`src/sv/b64e_pkg.sv`:
```
// Package for the Base64 encoder: payload types, character entries and constants.
package b64e_pkg;

  localparam int unsigned AlphaWords = 8;
  localparam int unsigned CharsPerWord = 8;
  localparam int unsigned CfgIdxW = 8;
  localparam int unsigned CfgDataW = 64;
  localparam int unsigned MaxChars = 4;
  localparam int unsigned CntW = 3;
  localparam logic [7:0] PadChar = 8'd61;

  // Input transaction payload
  typedef struct packed {
    logic [7:0] data_byte;
    logic       last_byte;
  } in_item_t;

  // Output transaction payload
  typedef struct packed {
    logic [7:0] out_char;
    logic       last_char;
  } out_item_t;

  // Alphabet table, indexed [word][byte]
  typedef logic [AlphaWords-1:0][CharsPerWord-1:0][7:0] alphabet_t;

  // One pending output character before alphabet lookup
  typedef struct packed {
    logic       pad;
    logic [5:0] sextet;
    logic       last;
  } char_ent_t;

  // Head of the pending character buffer
  typedef struct packed {
    logic      valid;
    char_ent_t ent;
  } head_t;

  // Bytes seen so far in the current three-byte group
  typedef enum logic [1:0] {
    PhZero = 2'd0,
    PhOne  = 2'd1,
    PhTwo  = 2'd2
  } phase_e;

endpackage

```
`src/sv/b64e_alphabet.sv`:
```
// Alphabet configuration registers for the Base64 encoder.
module b64e_alphabet import b64e_pkg::*; (
  input  logic                clk_i,
  input  logic                rst_ni,
  input  logic                cfg_valid_i,
  output logic                cfg_ready_o,
  input  logic [CfgIdxW-1:0]  cfg_index_i,
  input  logic [CfgDataW-1:0] cfg_data_i,
  output alphabet_t           alpha_o
);

  localparam int unsigned SelW = $clog2(AlphaWords);

  alphabet_t words_q, words_d;
  logic      hit;

  assign cfg_ready_o = 1'b1;
  // indexes past the last word are dropped
  assign hit = (cfg_index_i[CfgIdxW-1:SelW] == '0);

  // register write
  always_comb begin
    words_d = words_q;
    if (cfg_valid_i && hit) begin
      words_d[cfg_index_i[SelW-1:0]] = cfg_data_i;
    end
  end

  always_ff @(posedge clk_i or negedge rst_ni) begin
    if (!rst_ni) begin
      words_q <= '0;
    end else begin
      words_q <= words_d;
    end
  end

  assign alpha_o = words_q;

endmodule

```
`src/sv/b64e_split.sv`:
```
// Byte intake: group phase tracking and the buffer of pending sextet characters.
module b64e_split import b64e_pkg::*; (
  input  logic     clk_i,
  input  logic     rst_ni,
  input  logic     in_valid_i,
  output logic     in_ready_o,
  input  in_item_t in_data_i,
  output head_t    head_o,
  input  logic     pop_i
);

  phase_e         phase_q, phase_d;
  logic [3:0]     left_q, left_d;
  logic [CntW-1:0] cnt_q, cnt_d, n_new;
  char_ent_t      ent_q [MaxChars];
  char_ent_t      ent_d [MaxChars];
  char_ent_t      new_e [MaxChars];
  logic           accept;
  logic [7:0]     b;
  logic           lst;

  assign b      = in_data_i.data_byte;
  assign lst    = in_data_i.last_byte;
  assign in_ready_o = (cnt_q == '0) || ((cnt_q == CntW'(1)) && pop_i);
  assign accept = in_valid_i && in_ready_o;

  // phase and leftover bits for the next byte
  always_comb begin
    phase_d = phase_q;
    left_d  = left_q;
    if (accept) begin
      if (lst) begin
        phase_d = PhZero;
        left_d  = '0;
      end else begin
        unique case (phase_q)
          PhOne: begin
            phase_d = PhTwo;
            left_d  = b[3:0];
          end
          PhTwo: begin
            phase_d = PhZero;
            left_d  = '0;
          end
          default: begin
            phase_d = PhOne;
            left_d  = {2'b00, b[1:0]};
          end
        endcase
      end
    end
  end

  // characters caused by the incoming byte
  always_comb begin
    for (int i = 0; i < MaxChars; i++) begin
      new_e[i] = '0;
    end
    n_new = CntW'(1);
    unique case (phase_q)
      PhOne: begin
        new_e[0].sextet = {left_q[1:0], b[7:4]};
        if (lst) begin
          new_e[1].sextet = {b[3:0], 2'b00};
          new_e[2].pad    = 1'b1;
          new_e[2].last   = 1'b1;
          n_new           = CntW'(3);
        end
      end
      PhTwo: begin
        new_e[0].sextet = {left_q, b[7:6]};
        new_e[1].sextet = b[5:0];
        new_e[1].last   = lst;
        n_new           = CntW'(2);
      end
      default: begin
        // unused phase behaves as the group start, leftover dropped
        new_e[0].sextet = b[7:2];
        if (lst) begin
          new_e[1].sextet = {b[1:0], 4'b0000};
          new_e[2].pad    = 1'b1;
          new_e[3].pad    = 1'b1;
          new_e[3].last   = 1'b1;
          n_new           = CntW'(4);
        end
      end
    endcase
  end

  // buffer load or shift toward the head
  always_comb begin
    cnt_d = cnt_q;
    for (int i = 0; i < MaxChars; i++) begin
      ent_d[i] = ent_q[i];
    end
    if (accept) begin
      cnt_d = n_new;
      for (int i = 0; i < MaxChars; i++) begin
        ent_d[i] = new_e[i];
      end
    end else if (pop_i && (cnt_q != '0)) begin
      cnt_d = cnt_q - CntW'(1);
      for (int i = 0; i < MaxChars - 1; i++) begin
        ent_d[i] = ent_q[i+1];
      end
    end
  end

  always_ff @(posedge clk_i or negedge rst_ni) begin
    if (!rst_ni) begin
      phase_q <= PhZero;
      left_q  <= '0;
      cnt_q   <= '0;
    end else begin
      phase_q <= phase_d;
      left_q  <= left_d;
      cnt_q   <= cnt_d;
    end
  end

  always_ff @(posedge clk_i) begin
    for (int i = 0; i < MaxChars; i++) begin
      ent_q[i] <= ent_d[i];
    end
  end

  assign head_o.valid = (cnt_q != '0);
  assign head_o.ent   = ent_q[0];

  // buffer never holds more than one byte's characters
  a_cnt_max: assert property (@(posedge clk_i) disable iff (!rst_ni)
    cnt_q <= CntW'(MaxChars))
    else $error("pending character count out of range");

  // a final byte always restarts the group
  a_last_resets: assert property (@(posedge clk_i) disable iff (!rst_ni)
    (accept && lst) |=> (phase_q == PhZero) && (left_q == '0))
    else $error("group state not cleared after final byte");

  // stalled intake only while characters are pending
  a_stall_cause: assert property (@(posedge clk_i) disable iff (!rst_ni)
    !in_ready_o |-> (cnt_q != '0))
    else $error("intake stalled with empty buffer");

endmodule

```
`src/sv/b64e_emit.sv`:
```
// Character emitter: alphabet lookup into the output register.
module b64e_emit import b64e_pkg::*; (
  input  logic      clk_i,
  input  logic      rst_ni,
  input  alphabet_t alpha_i,
  input  head_t     head_i,
  output logic      pop_o,
  output logic      out_valid_o,
  input  logic      out_ready_i,
  output out_item_t out_data_o
);

  logic      valid_q, valid_d;
  out_item_t data_q, data_d;
  logic      take;

  assign take  = !valid_q || out_ready_i;
  assign pop_o = take && head_i.valid;

  // lookup of the head character
  always_comb begin
    data_d = data_q;
    valid_d = valid_q && !out_ready_i;
    if (pop_o) begin
      valid_d          = 1'b1;
      data_d.last_char = head_i.ent.last;
      if (head_i.ent.pad) begin
        data_d.out_char = PadChar;
      end else begin
        data_d.out_char = alpha_i[head_i.ent.sextet[5:3]][head_i.ent.sextet[2:0]];
      end
    end
  end

  always_ff @(posedge clk_i or negedge rst_ni) begin
    if (!rst_ni) begin
      valid_q <= 1'b0;
    end else begin
      valid_q <= valid_d;
    end
  end

  always_ff @(posedge clk_i) begin
    data_q <= data_d;
  end

  assign out_valid_o = valid_q;
  assign out_data_o  = data_q;

endmodule

```
`src/sv/base64_encoder_custom_alphabet.sv`:
```
// First character of a byte passes through the pending buffer, then the output register.
// Throughput: one character per cycle while out_ready_i is not held low; a byte takes 1 to 4
// characters, and intake holds until the pending buffer, which holds one byte's characters,
// has only its last character left and that character is popped.
// Reset clears the alphabet to zero, the group phase, the pending buffer and the output valid.
// Top level of the Base64 encoder with configurable alphabet.
module base64_encoder_custom_alphabet import b64e_pkg::*; (
  input  logic                clk_i,
  input  logic                rst_ni,
  input  logic                in_valid_i,
  output logic                in_ready_o,
  input  in_item_t            in_data_i,
  output logic                out_valid_o,
  input  logic                out_ready_i,
  output out_item_t           out_data_o,
  input  logic                cfg_valid_i,
  output logic                cfg_ready_o,
  input  logic [CfgIdxW-1:0]  cfg_index_i,
  input  logic [CfgDataW-1:0] cfg_data_i
);

  alphabet_t alpha;
  head_t     head;
  logic      pop;

  b64e_alphabet u_alphabet (
    .clk_i       (clk_i),
    .rst_ni      (rst_ni),
    .cfg_valid_i (cfg_valid_i),
    .cfg_ready_o (cfg_ready_o),
    .cfg_index_i (cfg_index_i),
    .cfg_data_i  (cfg_data_i),
    .alpha_o     (alpha)
  );

  b64e_split u_split (
    .clk_i      (clk_i),
    .rst_ni     (rst_ni),
    .in_valid_i (in_valid_i),
    .in_ready_o (in_ready_o),
    .in_data_i  (in_data_i),
    .head_o     (head),
    .pop_i      (pop)
  );

  b64e_emit u_emit (
    .clk_i       (clk_i),
    .rst_ni      (rst_ni),
    .alpha_i     (alpha),
    .head_i      (head),
    .pop_o       (pop),
    .out_valid_o (out_valid_o),
    .out_ready_i (out_ready_i),
    .out_data_o  (out_data_o)
  );

endmodule
```
`config.mk`:
```
export PLATFORM = sky130hd
export DESIGN_NAME = base64_encoder_custom_alphabet
export DESIGN_NICKNAME = d
export VERILOG_FILES = /design/src/sv/b64e_pkg.sv /design/src/sv/b64e_alphabet.sv /design/src/sv/b64e_split.sv /design/src/sv/b64e_emit.sv /design/src/sv/base64_encoder_custom_alphabet.sv
export SDC_FILE = /design/constraint.sdc
export NUM_CORES = 1
export LEC_CHECK = 0
export BUFFER_PORTS_ARGS = -buffer_cell sky130_fd_sc_hd__clkbuf_2
export CELL_PAD_IN_SITES_DETAIL_PLACEMENT = 1
export CELL_PAD_IN_SITES_GLOBAL_PLACEMENT = 1
export CORE_MARGIN = 2
export CORE_UTILIZATION = 45
export DETAILED_ROUTE_END_ITERATION = 10
export PLACE_DENSITY = 0.72
export SLEW_MARGIN = 10
export SYNTH_ARGS = -nofsm -noshare
export SYNTH_HDL_FRONTEND = slang
export SYNTH_SLANG_ARGS = --single-unit
```
`constraint.sdc`:
```
create_clock -name clk_i -period 6.58 [get_ports clk_i]
set_clock_uncertainty 0.05 [all_clocks]
set_input_delay 0.658 -clock clk_i [delete_from_list [all_inputs] [get_ports clk_i]]
set_output_delay 0.658 -clock clk_i [all_outputs]
set_load 0.02 [all_outputs]
```
Word-level counts from Yosys, hierarchy flattened --
Memories as Yosys holds them, arrays and structs flattened. Index checks and enable logic that the tools add are counted.
Cells by class: reductions and logical operators 16, mux-type cells 29, add/subtract/negate cells 1, magnitude comparators 4, eq/ne operators 3
Operators with widths (count):
- $bwmux W512 | 1
- $bmux W64 S3 | 1
- $demux W64 S3 | 1
- $mux W64 | 2
- $mux W24 | 2
- $bmux W8 S3 | 1
- $pmux W6 S2 | 2
- $mux W8 | 2
- $lt A3 B4 Y1 const B | 3
- $mux W6 | 2
- $mux W3 | 3
- $pmux W4 S2 | 1
- $logic_and A1 B1 Y1 | 7
- $mux W1 | 6
- $pmux W3 S2 | 1
- $logic_not A5 Y1 | 1
- $mux W2 | 2
- $mux W4 | 1
- $pmux W2 S2 | 1
- $eq A3 B1 Y1 const B | 1
- $ge A3 B1 Y1 const B | 1
- $logic_not A3 Y1 | 1
- $reduce_bool A3 Y1 | 1
- $sub A3 B1 Y3 const B | 1
- other kinds (6) | 8
Storage, ports and cells: memory bits (writable) 32, register bits 531, memories kept 1, output and inout bits 12
Memories:
- u_split.ent_q | depth 4, bits a word 8, rd ports 4, clocked after Yosys merged registers in 0, write ports 4, line b64e_split.sv:15 | char_ent_t ent_q [MaxChars];

Longest topological paths before layout --
word-level depth 7, mapped depth 9

Modules after synthesis --
From an unflattened synthesis, not the netlist that was laid out.
Second synthesis, totals: cell total of the unflattened synthesis 1548, area total of the unflattened synthesis 26088.8 um2
By module, submodules not included:
- b64e_alphabet | area an instance 20126.8 um2, sequential area each 12812.3 um2, cells each 1092, instances 1
- b64e_emit | area an instance 4506.8 um2, sequential area each 295.3 um2, cells each 308, instances 1
- b64e_split | area an instance 1455.1 um2, sequential area each 765.7 um2, cells each 148, instances 1

Worst setup path after synthesis --
No wires, ideal clock.
kind in2reg, start input out_ready_i, end memory u_split.ent_q[0][1] (netlist bit) (enable), stages on the path 5, path buffers 2, arrival 2210 ps, slack 3947 ps, setup time 373 ps, required time 6157 ps, cells stage by stage nand2b_1 > nor2b_1 > clkbuf_1 > clkbuf_1 > nand2b_1
RTL lines:
- start: declaration | line base64_encoder_custom_alphabet.sv:14 | input logic out_ready_i,
- end: declaration | line b64e_split.sv:15

Worst setup path in the final report --
start input cfg_index_i[4], end register u_alphabet.words_q, in the netlist u_alphabet.alpha_o[340]
On the way: longest elaborated chain between the ends 2
Ends and longest elaborated chain:
- start: declaration | line base64_encoder_custom_alphabet.sv:18 | input logic [CfgIdxW-1:0] cfg_index_i,
- $logic_not A5 Y1 | line b64e_alphabet.sv:19 | assign hit = (cfg_index_i[CfgIdxW-1:SelW] == '0);
- $logic_and A1 B1 Y1 | line b64e_alphabet.sv:24 | if (cfg_valid_i && hit) begin
- end signal: assignment | line b64e_alphabet.sv:33 | words_q <= words_d;
- end: declaration | line b64e_alphabet.sv:14 | alphabet_t words_q, words_d;
Every way passes these cells. A chain may end at the register's enable or synchronous reset.

==> impl_metrics.env <==
export IMPL_crit_fanout=50
export IMPL_coreArea_sq_um=54880
export IMPL_syn_nets=1648
export IMPL_grtUsageMet1=0.3054
export IMPL_netSwitchingFraction=0.2930
export IMPL_grt_util_met2=0.3650
export IMPL_ir_worst_vdd_v=0.0002755
export IMPL_area_growth_pct=12.92
export IMPL_die_w_um=239.1
export IMPL_hold_path_class="primary input to asynchronous set/reset pin"
export IMPL_met3_usage=0.04018
export IMPL_htree_levels=2
export IMPL_status="finished with violations"
export IMPL_ctsHoldBuffers=0
export IMPL_multi_input_area_sq_um=10410
export IMPL_cts_resized=0
export IMPL_routed_wl_um=59940
export IMPL_critPathSlowestCell="nand3b_1"
export IMPL_dp_cells=2276
export IMPL_avgSynthCellArea_sq_um=15.98
export IMPL_floorplan_initialDensity=0.4532
export IMPL_postLayoutCellArea_sq_um=28080
export IMPL_synthCells=1556
export IMPL_p_total_mw=9.423
export IMPL_fp_dieH_um=239.1
export IMPL_p_sw_mw=2.760
export IMPL_ys_flop_type="dfrtp_1"
export IMPL_hold_slack_ns=-0.01215
export IMPL_synth_cell_types=45
export IMPL_antenna_found_initial=5
export IMPL_postRouteAntennaNets=0
export IMPL_via_count=14040
export IMPL_path_class="primary input to flip-flop"
export IMPL_timing_fmax_mhz=325.4
export IMPL_total_leakage_power_nw=13.39
export IMPL_max_clock_path_buffers=3
export IMPL_gp_congestion=0.7742
export IMPL_register_area_sq_um=13870
export IMPL_io_buffers=96
export IMPL_crit_family="simple AND/OR/NAND/NOR gates"
export IMPL_synth_commonest_cells="522 x dfrtp_1, 510 x mux2_2, 139 x mux4_2, 50 x clkbuf_1, 46 x nand2_1"
export IMPL_row_count=86
export IMPL_yosys_area_top_type="dfrtp_1"
export IMPL_ys_warn_count=0
export IMPL_cts_root_buffer="clkbuf_16"
export IMPL_p_int_mw=6.662
export IMPL_crit_path_cell_trace="clkbuf_2 -> nor4_1 -> nand3b_1 -> nor2_1 -> nand3b_1 -> buf_4 -> mux2_2"
export IMPL_p_clk_frac=0.373
export IMPL_stdcell_count=2388
export IMPL_track_usage=0.2211
export IMPL_cp_common_cell="nand3b_1"
export IMPL_grt_first_pass_wirelength_um=96340
export IMPL_p_per_area_nw_per_um2=335.6
export IMPL_nFillCells=5168
export IMPL_wl_per_cell_um=25.10
export IMPL_cp_arrival_ns=3.52
export IMPL_synth_most_common_cell="dfrtp_1"
export IMPL_hold_violations=6
export IMPL_avgViaCountPerCell=5.880
export IMPL_power_frac_seq=0.410
export IMPL_period_share=0.4670
export IMPL_fin_crit_ns=3.073
export IMPL_max_slew_margin=0.3008
export IMPL_cts_inserted_buffers=59
export IMPL_clk_latency_ns=0.61
export IMPL_critPathRequiredTime_ns=7.02
export IMPL_synth_seq_area_share=0.5579
export IMPL_pwr_share_comb=0.217
export IMPL_synth_edf_count=25
export IMPL_grt_pass1_vias=15910
export IMPL_slew_violations=0
export IMPL_ys_async_sr_fraction=0.9491
export IMPL_setup_tns_ns=0
export IMPL_io_pins=98
export IMPL_tritoncts="done"
export IMPL_max_stage_delay_ns=0.83
export IMPL_placed_area_sq_um=25990
export IMPL_clk_pin_slew_ns=0.06
export IMPL_synth_top_cell_area_share=0.5253
export IMPL_max_cap_violations=0
export IMPL_drtIter0Drc=729
export IMPL_synth_area_leaders="dfrtp_1 53%, mux2_2 23%, mux4_2 13%"
export IMPL_final_nets=1725
export IMPL_worst_pin_slew_ns=1.046
export IMPL_grt_ovfl_total=0
export IMPL_failed_checks="hold timing"
export IMPL_syn_cell_area_sq_um=24870
export IMPL_top_usage_layer="met2"
export IMPL_postCtsSetupBuffers=0
export IMPL_die_area_sq_um=57160
export IMPL_crit_buf_inv=2
export IMPL_finalSetupViolCount=0
export IMPL_layout_drive_gt1_share=0.5268
export IMPL_end_kind="flip-flop"
export IMPL_drc=0
export IMPL_ys_seq_elements=550
export IMPL_numClockSinks=550
export IMPL_hpwl_um=35270
export IMPL_rsz0062_at_grt="false"
export IMPL_dr_pass1_iters=5
export IMPL_cp_start_kind="primary input"
export IMPL_grt_start_max_net_pins=154
cell usage in the layout, fill, tap and decap left out, drive strengths merged, types with 14 or more instances in the layout:
master | Yosys | final
mux4 | 140 | 140
nand3 | 18 | 18
o21ai | 24 | 24
dfrtp | 522 | 522
clkinv | 0 | 18
nand2 | 46 | 46
mux2i | 14 | 14
clkbuf | 50 | 179
nand3b | 14 | 14
a22oi | 28 | 28
mux2 | 515 | 515
edfxtp | 25 | 25
buf | 60 | 31
nor2 | 20 | 20
routing by layer:
layer  part of all wire  up-vias
li1                   -     6019
met1               0.45     7649
met2               0.49      271
met3              0.043       96
met4              0.021        6
met5            0.00058        -
cell type report:
class / instances / share of cell area
Antenna cell: 2 / 0.0001782
Clock buffer: 84 / 0.06394
Clock inverter: 26 / 0.01038
Inverter: 8 / 0.001069
Multi-Input combinational cell: 888 / 0.3706
Sequential cell: 550 / 0.4941
Tap cell: 704 / 0.03137
Timing Repair Buffer: 126 / 0.02843
registers in the layout, summed over array words and instances, names as in the netlist:
register,flops
u_alphabet.alpha_o,512
u_emit.out_data_o,9
u_split.left_q,4
u_split.ent_q,19
u_split.cnt_q,3
u_emit.out_valid_o,1
u_split.phase_q,2
power by group through the flow:
stage | Clock [mW] | Combinational (mW) | Sequential [mW]
2_1_floorplan | 0 | 1.42 | 3.87
3_3_place_gp | 0 | 2.01 | 3.92
3_5_place_dp | 0 | 2.08 | 3.92
4_1_cts | 3.60 | 2.08 | 3.87
5_1_grt | 3.74 | 2.23 | 3.89
6_report | 3.51 | 2.05 | 3.86
through the flow:
stage / setup slack (ns) / util
after global placement: 2.911 / 0.4731
after global routing: 3.309 / 0.5117
after CTS: 3.448 / 0.5116
after floorplan: 3.947 / -
after detailed placement: 2.941 / 0.4736
final: 3.507 / 0.5117
path summary, 6_finish.rpt:
kind | start | end | slack (ns) | depth (start not counted)
min in group clk_i | in_data_i[2] | u_split.left_q[1]$_DFFE_PN0P_ | 0.26 | 3
min | rst_ni | u_alphabet.alpha_o[339]$_DFFE_PN0P_ | -0.01 | 1
max reg2reg | u_split.ent_q[0][4]$_DFFE_PP_ | u_emit.out_data_o[1]$_SDFFCE_PP1P_ | 3.52 | 5
max in group asynchronous | rst_ni | u_alphabet.alpha_o[37]$_DFFE_PN0P_ | 5.13 | 2
min reg2reg | u_split.ent_q[0][0]$_SDFFE_PP0P_ | u_emit.out_data_o[0]$_DFFE_PP_ | 0.38 | 0
max | cfg_index_i[4] | u_alphabet.alpha_o[340]$_DFFE_PN0P_ | 3.51 | 7
cell families after synthesis:
kind of cell	after synthesis	synth area share
AO/OA/AOI/OAI	83	0.02168
other	1	0.0001508
multiplexers	669	0.3658
adder cells (fa/ha/maj)	6	0.003019
buffers and inverters	118	0.02521
AND/OR/NAND/NOR	127	0.02561
XOR/XNOR	2	0.0007045
flip-flops	550	0.5579
(Power assumes the default switching activity.)
